`src/hw/rtl/esd_pkg.sv`:
```
package esd_pkg;

  localparam int unsigned Subscribers = 8;
  localparam int unsigned QueueDepth  = 4;
  localparam int unsigned EventBits   = 8;

  typedef enum logic [2:0] {
    OP_SUBSCRIBE   = 3'd0,
    OP_UNSUBSCRIBE = 3'd1,
    OP_PUBLISH     = 3'd2,
    OP_ENQUEUE     = 3'd3,
    OP_DRAIN       = 3'd4
  } op_e;

  typedef enum logic [2:0] {
    KIND_SUB_ACK   = 3'd0,
    KIND_UNSUB_ACK = 3'd1,
    KIND_DELIVERY  = 3'd2,
    KIND_ENQ_ACK   = 3'd3,
    KIND_DONE      = 3'd4
  } kind_e;

  typedef enum logic [2:0] {
    ST_IDLE,
    ST_DISPATCH,
    ST_SUB_SCAN,
    ST_PUB_SCAN,
    ST_DRAIN_POP,
    ST_DONE
  } state_e;

  typedef struct packed {
    op_e         op;
    logic [7:0]  event_id;
    logic [7:0]  handle;
    logic [31:0] target;
    logic [31:0] tag;
    logic [31:0] param_a;
    logic [31:0] param_b;
  } req_t;

  typedef struct packed {
    kind_e       kind;
    logic        ok;
    logic [2:0]  slot;
    logic [7:0]  out_event;
    logic [31:0] out_param_a;
    logic [31:0] out_param_b;
    logic [31:0] out_target;
    logic [31:0] out_tag;
    logic        last;
  } rsp_t;

  typedef struct packed {
    logic  accept;
    logic  idx_clr;
    logic  idx_inc;
    logic  sub_write;
    logic  unsub;
    logic  enq;
    logic  pop;
    logic  emit;
    kind_e kind;
    logic  ok;
    logic  slot_idx;
    logic  last;
  } cmd_t;

  typedef struct packed {
    op_e  op;
    logic idx_end;
    logic cur_free;
    logic cur_match;
    logic q_empty;
    logic q_full;
    logic out_free;
  } sts_t;

endpackage

```
`src/hw/rtl/event_subscription_dispatcher.sv`:
```
// Publish/subscribe event router with a subscriber table and a pending-event queue.
// Requests enter on in_valid_i/in_ready_o with an esd_pkg::req_t payload; results
// leave on out_valid_o/out_ready_i with an esd_pkg::rsp_t payload, and the last
// result of each request carries last = 1.
// One request is in flight at a time; in_ready_o is high only while the block waits
// for a request. A result appears on the output in the cycle after it is produced.
// Subscribe scans the table slot by slot and takes the first free slot.
// Unsubscribe and enqueue answer without a scan. Publish matches every slot.
// Drain pops each queued event in turn and matches it against every slot, one
// slot per cycle while no matching slot waits on a full output register.
// The single scan index over the subscriber table serves all of these scans.
// When the receiver stalls, the output register holds its result and the scan
// pauses at the next matching slot until the register frees; no result is lost.
// Reset clears the subscriber valid bits, the queue pointers, the queue count
// and the output valid; table and queue entries are written before they are read.
module event_subscription_dispatcher #(
  parameter int unsigned SUBSCRIBERS = esd_pkg::Subscribers,
  parameter int unsigned QUEUE_DEPTH = esd_pkg::QueueDepth,
  parameter int unsigned EVENT_BITS  = esd_pkg::EventBits
) (
  input  logic          clk_i,
  input  logic          rst_ni,
  input  logic          in_valid_i,
  output logic          in_ready_o,
  input  esd_pkg::req_t in_data_i,
  output logic          out_valid_o,
  input  logic          out_ready_i,
  output esd_pkg::rsp_t out_data_o
);

  esd_pkg::cmd_t cmd;
  esd_pkg::sts_t sts;

  esd_ctrl u_ctrl (
    .clk_i      (clk_i),
    .rst_ni     (rst_ni),
    .in_valid_i (in_valid_i),
    .in_ready_o (in_ready_o),
    .sts_i      (sts),
    .cmd_o      (cmd)
  );

  esd_datapath #(
    .SUBSCRIBERS (SUBSCRIBERS),
    .QUEUE_DEPTH (QUEUE_DEPTH),
    .EVENT_BITS  (EVENT_BITS)
  ) u_datapath (
    .clk_i       (clk_i),
    .rst_ni      (rst_ni),
    .in_data_i   (in_data_i),
    .cmd_i       (cmd),
    .sts_o       (sts),
    .out_valid_o (out_valid_o),
    .out_ready_i (out_ready_i),
    .out_data_o  (out_data_o)
  );

endmodule

```
`src/hw/rtl/esd_ctrl.sv`:
```
module esd_ctrl (
  input  logic          clk_i,
  input  logic          rst_ni,
  input  logic          in_valid_i,
  output logic          in_ready_o,
  input  esd_pkg::sts_t sts_i,
  output esd_pkg::cmd_t cmd_o
);

  esd_pkg::state_e state_q, state_d;

  always_ff @(posedge clk_i or negedge rst_ni) begin
    if (!rst_ni) begin
      state_q <= esd_pkg::ST_IDLE;
    end else begin
      state_q <= state_d;
    end
  end

  always_comb begin
    state_d    = state_q;
    in_ready_o = 1'b0;
    cmd_o      = '0;
    cmd_o.kind = esd_pkg::KIND_DONE;
    case (state_q)
      esd_pkg::ST_IDLE: begin
        in_ready_o = 1'b1;
        if (in_valid_i) begin
          cmd_o.accept  = 1'b1;
          cmd_o.idx_clr = 1'b1;
          state_d       = esd_pkg::ST_DISPATCH;
        end
      end
      esd_pkg::ST_DISPATCH: begin
        case (sts_i.op)
          esd_pkg::OP_SUBSCRIBE: state_d = esd_pkg::ST_SUB_SCAN;
          esd_pkg::OP_PUBLISH:   state_d = esd_pkg::ST_PUB_SCAN;
          esd_pkg::OP_DRAIN:     state_d = esd_pkg::ST_DRAIN_POP;
          esd_pkg::OP_UNSUBSCRIBE: begin
            if (sts_i.out_free) begin
              cmd_o.unsub = 1'b1;
              cmd_o.emit  = 1'b1;
              cmd_o.kind  = esd_pkg::KIND_UNSUB_ACK;
              cmd_o.ok    = 1'b1;
              cmd_o.last  = 1'b1;
              state_d     = esd_pkg::ST_IDLE;
            end
          end
          esd_pkg::OP_ENQUEUE: begin
            if (sts_i.out_free) begin
              cmd_o.enq  = !sts_i.q_full;
              cmd_o.emit = 1'b1;
              cmd_o.kind = esd_pkg::KIND_ENQ_ACK;
              cmd_o.ok   = !sts_i.q_full;
              cmd_o.last = 1'b1;
              state_d    = esd_pkg::ST_IDLE;
            end
          end
          default: state_d = esd_pkg::ST_IDLE;
        endcase
      end
      esd_pkg::ST_SUB_SCAN: begin
        if (sts_i.cur_free || sts_i.idx_end) begin
          if (sts_i.out_free) begin
            cmd_o.sub_write = sts_i.cur_free;
            cmd_o.emit      = 1'b1;
            cmd_o.kind      = esd_pkg::KIND_SUB_ACK;
            cmd_o.ok        = sts_i.cur_free;
            cmd_o.slot_idx  = sts_i.cur_free;
            cmd_o.last      = 1'b1;
            state_d         = esd_pkg::ST_IDLE;
          end
        end else begin
          cmd_o.idx_inc = 1'b1;
        end
      end
      esd_pkg::ST_PUB_SCAN: begin
        if (!sts_i.cur_match || sts_i.out_free) begin
          if (sts_i.cur_match) begin
            cmd_o.emit     = 1'b1;
            cmd_o.kind     = esd_pkg::KIND_DELIVERY;
            cmd_o.ok       = 1'b1;
            cmd_o.slot_idx = 1'b1;
          end
          if (sts_i.idx_end) begin
            state_d = (sts_i.op == esd_pkg::OP_PUBLISH) ? esd_pkg::ST_DONE
                                                         : esd_pkg::ST_DRAIN_POP;
          end else begin
            cmd_o.idx_inc = 1'b1;
          end
        end
      end
      esd_pkg::ST_DRAIN_POP: begin
        if (sts_i.q_empty) begin
          state_d = esd_pkg::ST_DONE;
        end else begin
          cmd_o.pop     = 1'b1;
          cmd_o.idx_clr = 1'b1;
          state_d       = esd_pkg::ST_PUB_SCAN;
        end
      end
      esd_pkg::ST_DONE: begin
        if (sts_i.out_free) begin
          cmd_o.emit = 1'b1;
          cmd_o.kind = esd_pkg::KIND_DONE;
          cmd_o.ok   = 1'b1;
          cmd_o.last = 1'b1;
          state_d    = esd_pkg::ST_IDLE;
        end
      end
      default: state_d = esd_pkg::ST_IDLE;
    endcase
  end

endmodule

```
`src/hw/rtl/esd_datapath.sv`:
```
module esd_datapath #(
  parameter int unsigned SUBSCRIBERS = esd_pkg::Subscribers,
  parameter int unsigned QUEUE_DEPTH = esd_pkg::QueueDepth,
  parameter int unsigned EVENT_BITS  = esd_pkg::EventBits
) (
  input  logic          clk_i,
  input  logic          rst_ni,
  input  esd_pkg::req_t in_data_i,
  input  esd_pkg::cmd_t cmd_i,
  output esd_pkg::sts_t sts_o,
  output logic          out_valid_o,
  input  logic          out_ready_i,
  output esd_pkg::rsp_t out_data_o
);

  localparam int unsigned IdxW = (SUBSCRIBERS > 1) ? $clog2(SUBSCRIBERS) : 1;
  localparam int unsigned QW   = (QUEUE_DEPTH > 1) ? $clog2(QUEUE_DEPTH) : 1;
  localparam int unsigned CntW = $clog2(QUEUE_DEPTH + 1);
  localparam logic [IdxW-1:0] IdxLast = IdxW'(SUBSCRIBERS - 1);
  localparam logic [QW-1:0]   QLast   = QW'(QUEUE_DEPTH - 1);
  localparam logic [CntW-1:0] QFull   = CntW'(QUEUE_DEPTH);

  logic [SUBSCRIBERS-1:0] sub_active_q, sub_active_d;
  logic [EVENT_BITS-1:0]  sub_event_q  [SUBSCRIBERS];
  logic [31:0]            sub_target_q [SUBSCRIBERS];
  logic [31:0]            sub_tag_q    [SUBSCRIBERS];

  logic [EVENT_BITS-1:0]  pend_event_q   [QUEUE_DEPTH];
  logic [31:0]            pend_param_a_q [QUEUE_DEPTH];
  logic [31:0]            pend_param_b_q [QUEUE_DEPTH];
  logic [QW-1:0]          head_q, head_d, tail_q, tail_d;
  logic [CntW-1:0]        cnt_q, cnt_d;

  esd_pkg::op_e           op_q;
  logic [IdxW-1:0]        idx_q, idx_d;
  logic [7:0]             handle_q;
  logic [31:0]            target_q, tag_q;
  logic [EVENT_BITS-1:0]  cur_ev_q;
  logic [31:0]            cur_pa_q, cur_pb_q;

  logic                   out_valid_q, out_valid_d;
  esd_pkg::rsp_t          rsp_q, rsp_d;
  logic                   out_free;

  assign out_free = !out_valid_q || out_ready_i;

  always_comb begin
    sts_o.op        = op_q;
    sts_o.idx_end   = (idx_q == IdxLast);
    sts_o.cur_free  = !sub_active_q[idx_q];
    sts_o.cur_match = sub_active_q[idx_q] && (sub_event_q[idx_q] == cur_ev_q) &&
                      (sub_target_q[idx_q] != 32'd0);
    sts_o.q_empty   = (cnt_q == '0);
    sts_o.q_full    = (cnt_q == QFull);
    sts_o.out_free  = out_free;
  end

  always_comb begin
    idx_d = idx_q;
    if (cmd_i.idx_clr) begin
      idx_d = '0;
    end else if (cmd_i.idx_inc) begin
      idx_d = idx_q + 1'b1;
    end
    sub_active_d = sub_active_q;
    if (cmd_i.sub_write) begin
      sub_active_d[idx_q] = 1'b1;
    end
    if (cmd_i.unsub && (handle_q < 8'(SUBSCRIBERS))) begin
      sub_active_d[handle_q[IdxW-1:0]] = 1'b0;
    end
    head_d = head_q;
    tail_d = tail_q;
    cnt_d  = cnt_q;
    if (cmd_i.enq) begin
      tail_d = (tail_q == QLast) ? '0 : tail_q + 1'b1;
      cnt_d  = cnt_q + 1'b1;
    end
    if (cmd_i.pop) begin
      head_d = (head_q == QLast) ? '0 : head_q + 1'b1;
      cnt_d  = cnt_q - 1'b1;
    end
    out_valid_d = cmd_i.emit ? 1'b1 : (out_ready_i ? 1'b0 : out_valid_q);
  end

  always_comb begin
    rsp_d      = '0;
    rsp_d.kind = cmd_i.kind;
    rsp_d.ok   = cmd_i.ok;
    rsp_d.last = cmd_i.last;
    rsp_d.slot = cmd_i.slot_idx ? 3'(idx_q) : 3'd0;
    if (cmd_i.kind == esd_pkg::KIND_DELIVERY) begin
      rsp_d.out_event   = 8'(cur_ev_q);
      rsp_d.out_param_a = cur_pa_q;
      rsp_d.out_param_b = cur_pb_q;
      rsp_d.out_target  = sub_target_q[idx_q];
      rsp_d.out_tag     = sub_tag_q[idx_q];
    end
  end

  always_ff @(posedge clk_i or negedge rst_ni) begin
    if (!rst_ni) begin
      sub_active_q <= '0;
      idx_q        <= '0;
      head_q       <= '0;
      tail_q       <= '0;
      cnt_q        <= '0;
      op_q         <= esd_pkg::OP_SUBSCRIBE;
      out_valid_q  <= 1'b0;
    end else begin
      sub_active_q <= sub_active_d;
      idx_q        <= idx_d;
      head_q       <= head_d;
      tail_q       <= tail_d;
      cnt_q        <= cnt_d;
      out_valid_q  <= out_valid_d;
      if (cmd_i.accept) begin
        op_q <= in_data_i.op;
      end
    end
  end

  always_ff @(posedge clk_i) begin
    if (cmd_i.accept) begin
      handle_q <= in_data_i.handle;
      target_q <= in_data_i.target;
      tag_q    <= in_data_i.tag;
      cur_ev_q <= EVENT_BITS'(in_data_i.event_id);
      cur_pa_q <= in_data_i.param_a;
      cur_pb_q <= in_data_i.param_b;
    end else if (cmd_i.pop) begin
      cur_ev_q <= pend_event_q[head_q];
      cur_pa_q <= pend_param_a_q[head_q];
      cur_pb_q <= pend_param_b_q[head_q];
    end
    if (cmd_i.sub_write) begin
      sub_event_q[idx_q]  <= cur_ev_q;
      sub_target_q[idx_q] <= target_q;
      sub_tag_q[idx_q]    <= tag_q;
    end
    if (cmd_i.enq) begin
      pend_event_q[tail_q]   <= cur_ev_q;
      pend_param_a_q[tail_q] <= cur_pa_q;
      pend_param_b_q[tail_q] <= cur_pb_q;
    end
    if (cmd_i.emit) begin
      rsp_q <= rsp_d;
    end
  end

  assign out_valid_o = out_valid_q;
  assign out_data_o  = rsp_q;

  a_cnt_bound: assert property (@(posedge clk_i) disable iff (!rst_ni)
    cnt_q <= QFull)
    else $error("queue count above depth");

  a_ptr_count: assert property (@(posedge clk_i) disable iff (!rst_ni)
    (head_q == tail_q) == (cnt_q == '0 || cnt_q == QFull))
    else $error("queue pointers disagree with count");

  a_idx_bound: assert property (@(posedge clk_i) disable iff (!rst_ni)
    idx_q <= IdxLast)
    else $error("scan index past table");

  a_dlv_not_last: assert property (@(posedge clk_i) disable iff (!rst_ni)
    out_valid_q && rsp_q.kind == esd_pkg::KIND_DELIVERY |-> !rsp_q.last)
    else $error("delivery marked last");

  a_emit_free: assert property (@(posedge clk_i) disable iff (!rst_ni)
    cmd_i.emit |-> out_free)
    else $error("result overwrites pending result");

endmodule

```
`config.mk`:
```
export PLATFORM = sky130hd
export DESIGN_NAME = event_subscription_dispatcher
export DESIGN_NICKNAME = d
export VERILOG_FILES = /design/src/hw/rtl/esd_pkg.sv /design/src/hw/rtl/event_subscription_dispatcher.sv /design/src/hw/rtl/esd_ctrl.sv /design/src/hw/rtl/esd_datapath.sv
export SDC_FILE = /design/constraint.sdc
export NUM_CORES = 1
export LEC_CHECK = 0
export BUFFER_PORTS_ARGS = -buffer_cell sky130_fd_sc_hd__buf_4
export CAP_MARGIN = 20
export CORE_UTILIZATION = 52
export CTS_CLUSTER_SIZE = 20
export DETAILED_ROUTE_END_ITERATION = 16
export PLACE_DENSITY = 0.76
export SKIP_CTS_REPAIR_TIMING = 1
export SLEW_MARGIN = 10
export SYNTH_ARGS = -nofsm -noshare
export SYNTH_HDL_FRONTEND = slang
export SYNTH_SLANG_ARGS = --single-unit
```
`constraint.sdc`:
```
create_clock -name clk_i -period 12.29 [get_ports clk_i]
set_input_delay 0.6145 -clock clk_i [delete_from_list [all_inputs] [get_ports clk_i]]
set_output_delay 0.6145 -clock clk_i [all_outputs]
set_load 0.05 [all_outputs]
```
-- Yosys cells after proc, flatten, opt, wreduce, memory -nomap -nowiden
Memory sizes are Yosys's and may differ from the RTL's. A register that Yosys moved wholly into a read port is not among the register bits.
Index checks and enable logic that the tools add are counted.
- bits of input ports: 151
- latch bits: 0
- register bits: 281
- memories kept: 6
- memory bits (writable): 864
- word-level logic and storage cells: 148
- memory bits (read-only): 0
- memories (name ; depth ; width ; rd ports ; clocked after memory_dff ; write ports ; line ; source):
    u_datapath.sub_tag_q ; 8 ; 32 ; 1 ; 1 ; 1 ; esd_datapath.sv:26 ; logic [31:0] sub_tag_q [SUBSCRIBERS];
    u_datapath.sub_target_q ; 8 ; 32 ; 1 ; 0 ; 1 ; esd_datapath.sv:25 ; logic [31:0] sub_target_q [SUBSCRIBERS];
    u_datapath.pend_param_a_q ; 4 ; 32 ; 1 ; 0 ; 1 ; esd_datapath.sv:29 ; logic [31:0] pend_param_a_q [QUEUE_DEPTH];
    u_datapath.pend_param_b_q ; 4 ; 32 ; 1 ; 0 ; 1 ; esd_datapath.sv:30 ; logic [31:0] pend_param_b_q [QUEUE_DEPTH];
    u_datapath.sub_event_q ; 8 ; 8 ; 1 ; 0 ; 1 ; esd_datapath.sv:24 ; logic [EVENT_BITS-1:0] sub_event_q [SUBSCRIBERS];
    u_datapath.pend_event_q ; 4 ; 8 ; 1 ; 0 ; 1 ; esd_datapath.sv:28 ; logic [EVENT_BITS-1:0] pend_event_q [QUEUE_DEPTH];
- multiply operators: 0
- add/subtract/negate cells: 5
- bitwise gates (word level): 3
- equal/unequal tests: 19
- shift-type cells: 0
- reductions and logical operators: 23
- div/mod/pow operators: 0
- muxes and demuxes: 65
- $lt $le $gt $ge: 5
- operators by type and width (operator ; number):
    two-way mux 32 bit ; 4
    two-way mux 8 bit ; 4
    nonzero test 32 bit ; 1
    two-way mux 3 bit ; 10
    two-way mux 1 bit ; 25
    case mux 5 bit (4 select lines) ; 1
    case mux 3 bit (6 select lines) ; 1
    == test 3 x 2 -> 1 bit, second input constant ; 5
    == test 3 bit, second input constant ; 5
    two-way mux 5 bit ; 3
    two-way mux 7 bit ; 2
    two-way mux 6 bit ; 2
    case mux 3 bit (4 select lines) ; 1
    case mux 5 bit (2 select lines) ; 1
    zero test 3 bit ; 3
    bitwise AND 8 bit ; 1
    == test 8 bit ; 1
    less-than comparator 3 x 4 -> 1 bit, second input constant ; 2
    less-than comparator 8 x 4 -> 1 bit, second input constant ; 1
    two-way mux 2 bit ; 4
    inverter 8 bit ; 1
    OR 8 bit ; 1
    nonzero test 2 bit ; 4
    adder 3 x 1 -> 3 bit, second input constant ; 2
    other kinds (16) ; 35

-- Logic depth before layout (Yosys ltp)
Gate-level depths: netlist of run 1.
- depth in word-level cells: 10
- gate-level depth with buffers: 15
- gate-level depth less buffers: 9

-- By module
A second synthesis of run 1 with hierarchy kept.
- cells, all modules: 1947
- area total of the unflattened synthesis: 44013.5 sq um
- by module, submodules not included (module ; area each (sq um) ; cells an instance ; times used):
    esd_datapath ; 43489.2 ; 1877 ; 1
    esd_ctrl ; 524.3 ; 70 ; 1

-- Least setup slack after synthesis of run 1
OpenSTA, ideal clock, no wires.
- path kind: register to register
- start: reg u_datapath.idx_q[1]
- end: reg u_datapath.rsp_q (netlist bit u_datapath.out_data_o[0]) (enable)
- data arrival time: 11.910 ns
- period minus slack after synthesis: 12.757 ns
- setup time: 0.847 ns
- path slack: -0.467 ns
- cell stages (with the launch flop): 12
- path through: dfrtp_1 buf_4 buf_2 buf_2 buf_2 mux2i_1 o22ai_1 o21ba_2 o21ai_0 nand2_1 o21ai_0 o21ai_0
- RTL lines (element ; line ; source):
    start: declaration ; esd_datapath.sv:35 ; logic [IdxW-1:0] idx_q, idx_d;
    start signal: assignment ; esd_datapath.sv:112 ; idx_q <= idx_d;
    end signal: assignment ; esd_datapath.sv:147 ; rsp_q <= rsp_d;
    end: declaration ; esd_datapath.sv:42 ; esd_pkg::rsp_t rsp_q, rsp_d;

==> results.py, run 1 <==
metrics = {
    "clocking": {
        "clk_path_buf_depth": 3,
        "clkTransAtPathRegs_ns": 0.06,
        "cts_num_sinks": 1177,
        "htreeDepth": 3,
        "clock_latency_ns": 0.68,
        "cts_tree": "built",
        "cts_buffers": 111,
        "clockRootBuffer": "clkbuf_16",
    },
    "min_path": {
        "hold_depth": 1,
        "hold_path_end": "u_datapath.tag_q[22]",
        "hp-class": "in -> reg",
        "hold_path_startpoint": "in_data_i[86]",
    },
    "finish": {
        "multi_input_area_um2": 8650,
        "final_common_cell": "edfxtp_1",
        "area_delta_synth_final_pct": 16.1,
        "stdcell_area_um2": 51500,
        "instances_no_fill": 3786,
        "final_cell_mix": "edfxtp_1 (1152), buf_4 (340), mux4_2 (123)",
        "fin_nets": 2725,
        "regArea_um2": 35200,
        "fillers": 5868,
        "antenna_cells": 0,
        "post_route_cells_drive_above_1_share_pct": 29.5,
    },
    "job": {
        "maxCapViolCount": 0,
    },
    "detailed_routing": {
        "via_count": 22843,
        "final_antenna_net_count": 0,
        "viasPerCell": 6.03,
        "drc": 0,
        "drt_wl_total_um": 99800,
        "drt_first_pass_iters": 5,
        "wl_per_cell_um": 26.4,
        "first_iter_violations": 2769,
    },
    "setup_path": {
        "critPathTopFamily": "buffers and inverters",
        "crit_slowest_cell": "dfrtp_4",
        "critical_path.most_common_cell": "buf_4",
        "path_max_fanout": 70,
        "rrSetupSlack_ns": 5.30,
        "path_cells": "buf_4 > mux2_2 > a221o_1 > a222oi_1 > xor2_1 > nand2_1 > a211oi_2 > nand4_1 > o21ai_4 > buf_4 > buf_4",
        "crit_buf_inv": 3,
        "crit_type": "reg -> reg",
        "crit_required_ns": 12.57,
        "slowest_delay_ns": 1.12,
        "rr_endpoint": "u_datapath.out_data_o[64]",
        "crit_path_end_kind": "flop",
        "worstPathArrival_ns": 7.27,
        "regToRegStartpoint": "u_datapath.idx_q[2]",
        "startpoint_type": "flop",
        "reg2reg_depth": 11,
    },
    "timing": {
        "finalHoldViolations": 0,
        "finClkSkew_ns": 0.0403,
        "whs_ns": 0.119,
        "timing.final.crit_share_pct": 56.9,
        "period_minus_slack_ns": 6.99,
        "slew_headroom_pct": 26.3,
        "rsz0062_at_grt": "no",
        "final_max_slew_viol_count": 0,
        "setup_viol": 0,
        "fmax_mhz": 143,
        "fin_setup_tns_ns": 0,
        "tightest_slew_ns": 1.10,
    },
    "synth": {
        "synth_fa_ha_area_share_pct": 0.242,
        "synth_top_family_by_area": "multiplexers",
        "ys_seq_area_share_pct": 79.4,
        "muxShareOfSynthArea_pct": 10.8,
        "synthFlopType": "edfxtp_1",
        "synthXorXnorAreaFrac_pct": 0.178,
        "synthesis.nets": 2381,
        "synth-compound-area-share_pct": 4.18,
        "yosysUniqueCellTypes": 67,
        "synthSimpleGateAreaFrac_pct": 3.94,
        "ys_ff_latch": 1177,
        "synth_edf_count": 1152,
        "postSynthCellCount": 2222,
        "avgSynthCellArea_um2": 20.0,
        "yosys_warnings": 0,
        "syn_area_um2": 44400,
        "synth_async_sr_flop_share_pct": 2.12,
    },
    "power_and_ir_drop": {
        "pwr-share-seq_pct": 46.9,
        "clkPwrFrac_pct": 26.4,
        "combPwrFrac_pct": 26.7,
        "p_sw_share_pct": 33.4,
        "peakVddDrop_mv": 0.188,
        "intPower_mw": 8.45,
        "p_leak_nw": 16.9,
        "power.total_mw": 12.7,
        "p_switching_mw": 4.24,
        "cellPowerDensity_nw_per_um2": 246,
    },
    "floorplanning": {
        "initial_core_util_pct": 52.8,
        "rows": 106,
        "die-height_um": 294,
        "die_width_um": 294,
        "ioPinCount": 297,
        "dieArea_um2": 86500,
        "core_um2": 84100,
    },
    "global_route": {
        "antenna_found_initial": 7,
        "grt-ovfl-total": 0,
        "grt_pass1_vias": 23366,
        "grtUsageMet3_pct": 4.95,
        "track_usage_pct": 23.0,
        "grt_max_degree": 77,
        "busiest_layer": "met2",
        "use_met1_pct": 32.0,
        "grt_first_pass_wirelength_um": 147000,
        "grt_use_met2_pct": 36.7,
    },
    "placement": {
        "place_congestion": 0.807,
        "dp.cells": 3584,
        "port_buffers": 296,
        "place_area_um2": 47900,
        "place_hpwl_um": 57100,
    },
    "run_status": {
        "status": "complete, no violations",
    },
}
cells by family (layout without fill, tap and decap cells):
group	count (synthesis)	in the layout
flip-flops	1177	1177
AND/OR/NAND/NOR	341	341
multiplexers	309	309
AO/OA/AOI/OAI	254	254
buffers and inverters	124	554
XOR/XNOR	9	9
adder cells (fa/ha/maj)	8	8
final cells by class:
class	instances	share of cell area [%]
clock buffers	129	5.58
clock inverters	70	1.34
inverters	12	0.0899
multi-input cells	921	16.8
flip-flops and latches	1177	68.4
well taps	1134	2.75
repair buffers	343	5.06
worst reg2reg max path: cells and delay by family, from the launching register on:
kind	cells	cell delay, ns
xor gates and xnor gates	1	0.27
AOI/OAI and AO/OA	4	1.54
and+or+nand+nor	2	0.35
DFF	1	1.12
muxes	1	0.51
buffers and inverters	3	2.78
worst max-delay path by stage:
stage / end / slack [ns] / cells past startpoint / startpoint
floorplan: u_datapath.out_data_o[0] / 3.42 / 11 / u_datapath.idx_q[1]
global placement: u_datapath.out_data_o[28] / 5.50 / 11 / u_datapath.idx_q[2]
detailed placement: u_datapath.out_data_o[64] / 5.37 / 11 / u_datapath.idx_q[2]
CTS: u_datapath.out_data_o[64] / 5.35 / 11 / u_datapath.idx_q[2]
global route: u_datapath.out_data_o[64] / 5.00 / 11 / u_datapath.idx_q[2]
finish: u_datapath.out_data_o[64] / 5.30 / 11 / u_datapath.idx_q[2]
registers in the layout (all words and copies together) (netlist names), 32 cells and up:
name,cells
u_datapath.out_data_o,144
u_datapath.sub_event_q,64
u_datapath.pend_param_b_q,128
u_datapath.cur_pb_q,32
u_datapath.sub_target_q,256
u_datapath.pend_event_q,32
u_datapath.tag_q,32
u_datapath.sub_tag_q,256
u_datapath.target_q,32
u_datapath.pend_param_a_q,128
u_datapath.cur_pa_q,32
routing by layer:
metal / share of wire (%) / vias to the layer above
met1: 39 / 11638
met2: 48 / 1273
met3: 9.8 / 186
li1: - / 9736
met5: 0.051 / -
met4: 2.6 / 10
cells in the mapped netlist (3+ instances only):
cell | number | share of area (%)
a211oi_1 | 4 | 0.068
a21oi_1 | 49 | 0.55
a221o_1 | 8 | 0.18
a221oi_1 | 45 | 0.89
a22o_1 | 24 | 0.47
a22oi_1 | 44 | 0.74
a31oi_1 | 26 | 0.37
and2_1 | 86 | 1.2
and3_1 | 6 | 0.085
buf_1 | 15 | 0.13
buf_2 | 21 | 0.24
buf_4 | 5 | 0.085
buf_6 | 10 | 0.25
clkbuf_1 | 58 | 0.49
clkbuf_2 | 3 | 0.034
dfrtp_1 | 25 | 1.4
edfxtp_1 | 1152 | 78
ha_1 | 7 | 0.20
inv_1 | 10 | 0.085
mux2_2 | 114 | 2.9
mux2i_1 | 70 | 1.6
mux4_2 | 123 | 6.2
nand2_1 | 54 | 0.46
nand2b_1 | 6 | 0.085
nand3_1 | 21 | 0.24
nand4_1 | 10 | 0.14
nor2_1 | 89 | 0.75
nor2b_1 | 12 | 0.17
nor3_1 | 30 | 0.34
nor4_1 | 9 | 0.13
nor4_2 | 3 | 0.085
o21ai_0 | 16 | 0.18
o22ai_1 | 8 | 0.11
o311a_1 | 4 | 0.090
o32a_1 | 4 | 0.090
or2_2 | 3 | 0.042
or3_1 | 5 | 0.070
xnor2_1 | 7 | 0.14
power groups by stage:
stage          clock network, mW  registers, mW  logic (mW)
5_1_grt                     3.54           6.03        3.57
2_1_floorplan                  0           6.67        1.62
6_report                    3.35           5.96        3.38
3_3_place_gp                   0           5.99        3.33
4_1_cts                     3.39           5.96        3.40
3_5_place_dp                   0           6.03        3.39
per-stage QoR:
step	util [%]	worst slack, ns
after CTS	61.2	5.35
after floorplan	-	3.42
after global placement	57.0	5.50
final	61.3	5.30
after global routing	61.3	5.00
after detailed placement	57.0	5.37
Note: power is estimated with default switching activity, not from simulation.
==> run 2, diff against run 1 <==
--- a/config.mk
+++ b/config.mk
@@ -10,7 +10,7 @@
 export CORE_UTILIZATION = 52
 export CTS_CLUSTER_SIZE = 20
 export DETAILED_ROUTE_END_ITERATION = 16
-export PLACE_DENSITY = 0.76
+export PLACE_DENSITY = 0.73
 export SKIP_CTS_REPAIR_TIMING = 1
 export SLEW_MARGIN = 10
 export SYNTH_ARGS = -nofsm -noshare
==> constraint.sdc (replaced) <==
create_clock -name clk_i -period 7.26 [get_ports clk_i]
set_input_delay 0.363 -clock clk_i [delete_from_list [all_inputs] [get_ports clk_i]]
set_output_delay 0.363 -clock clk_i [all_outputs]
set_load 0.05 [all_outputs]
==> run 2 against run 1 <==
  * Sequential cell count unchanged
  * Global-route usage hardly changed
  * Worst setup slack lost 3.0 ns
  * Largest cell class unchanged
  * Die area did not move
  * Sequential share of layout area is 2.4 points lower
  * Worst hold slack got worse by 0.092 ns
  * Largest power group unchanged
==> results.py, run 2 (synthesized netlist as in run 1, its figures left out) <==
metrics = {
    "setup_path": {
        "path_cells": "buf_12 > mux2_2 > mux4_2 > or3_1 > a21oi_1 > nand4b_1 > a211oi_2 > nand4_1 > o21ai_4 > buf_4",
        "crit_type": "reg -> reg",
        "crit_path_end_kind": "flop",
        "crit_buf_inv": 2,
        "critPathTopFamily": "buffers and inverters",
        "path_max_fanout": 92,
        "slowest_delay_ns": 0.93,
        "crit_required_ns": 7.56,
        "crit_slowest_cell": "dfrtp_4",
        "reg2reg_depth": 10,
        "startpoint_type": "flop",
        "worstPathArrival_ns": 5.27,
        "crit_cells": 10,
    },
    "min_path": {
        "hold_depth": 2,
        "hp-class": "in -> reg",
    },
    "detailed_routing": {
        "viasPerCell": 5.90,
        "drt_first_pass_iters": 7,
        "via_count": 23318,
        "drt_wl_total_um": 101000,
        "final_antenna_net_count": 0,
        "drc": 0,
        "first_iter_violations": 2446,
        "wl_per_cell_um": 25.6,
    },
    "timing": {
        "timing.final.crit_share_pct": 68.5,
        "period_minus_slack_ns": 4.97,
        "finClkSkew_ns": 0.0329,
        "rsz0062_at_grt": "no",
        "final_max_slew_viol_count": 0,
        "fmax_mhz": 201,
        "layout_setup_ws_ns": 2.29,
        "setup_viol": 0,
        "finalHoldViolations": 0,
        "tightest_slew_ns": 1.22,
        "slew_headroom_pct": 18.5,
    },
    "finish": {
        "final_cell_mix": "edfxtp_1 (1152), buf_4 (341), dlygate4sd3_1 (143)",
        "area_delta_synth_final_pct": 20.2,
        "post_route_cells_drive_above_1_share_pct": 28.1,
        "fin_nets": 2872,
        "final_common_cell": "edfxtp_1",
    },
    "clocking": {
        "cts_num_sinks": 1177,
        "clk_path_buf_depth": 3,
        "htreeDepth": 3,
        "cts_tree": "built",
        "cts_buffers": 114,
        "clock_latency_ns": 0.69,
        "clockRootBuffer": "clkbuf_16",
        "clkTransAtPathRegs_ns": 0.06,
    },
    "floorplanning": {
        "rows": 106,
        "die-height_um": 294,
        "core_um2": 84100,
        "initial_core_util_pct": 52.8,
        "ioPinCount": 297,
        "die_width_um": 294,
        "dieArea_um2": 86500,
    },
    "placement": {
        "port_buffers": 296,
        "pre_cts_ws_ns": 2.38,
        "place_hpwl_um": 56800,
        "place_congestion": 0.815,
    },
    "power_and_ir_drop": {
        "power.total_mw": 22.0,
        "p_leak_nw": 17.7,
        "cellPowerDensity_nw_per_um2": 413,
        "peakVddDrop_mv": 0.362,
    },
    "run_status": {
        "status": "complete, no violations",
    },
    "job": {
        "maxCapViolCount": 0,
    },
    "global_route": {
        "grt-ovfl-total": 0,
        "antenna_found_initial": 5,
        "grt_pass1_vias": 23181,
        "grt_first_pass_wirelength_um": 147000,
        "grt_max_degree": 96,
        "track_usage_pct": 23.0,
    },
}
## run 2: changes by cell type in the layout (fill, tap and decap cells not counted), moves of 3 or more
cell / change
inv_6: -4
bufinv_16: +7
dlygate4sd3_1: +142
diode_2: +4
buf_12: +3
clkbuf_16: +4
clkinv_1: +16
clkinv_4: +4
clkbuf_1: -4
clkinv_2: -7
## run 2: final cells by class
type | instances | area, µm²
clock buffer | 129 | 2960
clock inverter | 88 | 970
sequential | 1177 | 35200
timing repair buffer | 487 | 4050
inverter | 12 | 46.3
antenna | 4 | 10.0
multi-input combinational | 921 | 8660
tap | 1134 | 1420
fill | 5727 | 30700
## run 2: final timing paths
check                                                 from                         end  slack (ns)
worst max register to register         u_datapath.idx_q[2]   u_datapath.out_data_o[60]        2.29
worst max-delay path                   u_datapath.idx_q[2]   u_datapath.out_data_o[60]        2.29
worst min register to register  u_datapath.sub_active_q[7]  u_datapath.sub_active_q[7]        0.52
min in group asynchronous                           rst_ni  u_datapath.sub_active_q[7]        0.22
max in group asynchronous                           rst_ni         u_datapath.idx_q[2]        6.72
worst min-delay path                         in_data_i[23]     u_datapath.cur_pb_q[23]        0.03
## run 2: power by group
part	internal [mW]	switching (mW)	total, mW	leakage, nW
Clock	3.55	2.54	6.09	1.89
Combinational	2.03	3.81	5.84	4.98
Sequential	9.14	0.978	10.1	10.8
## run 2: per-layer routing
layer | routed length, µm | GRT usage (%) | vias up
met3 | 9140 | 4.90 | 182
met2 | 49200 | 37.4 | 1140
li1 | - | - | 10045
met1 | 40300 | 31.7 | 11947
met5 | 32 | 0 | -
met4 | 2350 | 6.24 | 4
## run 2: per-stage QoR
stage	hold slack (ns)	setup TNS, ns	cell area [µm²]	util (%)	instances
floorplan	0.0674	-105.15	44400	-	2222
global placement	0.288	0	48000	57.1	3588
detailed placement	0.299	0	48000	57.1	3588
CTS	-0.442	0	51900	61.7	3805
global route	0.00105	0	53400	63.5	3950
finish	0.0269	0	53400	63.5	3952
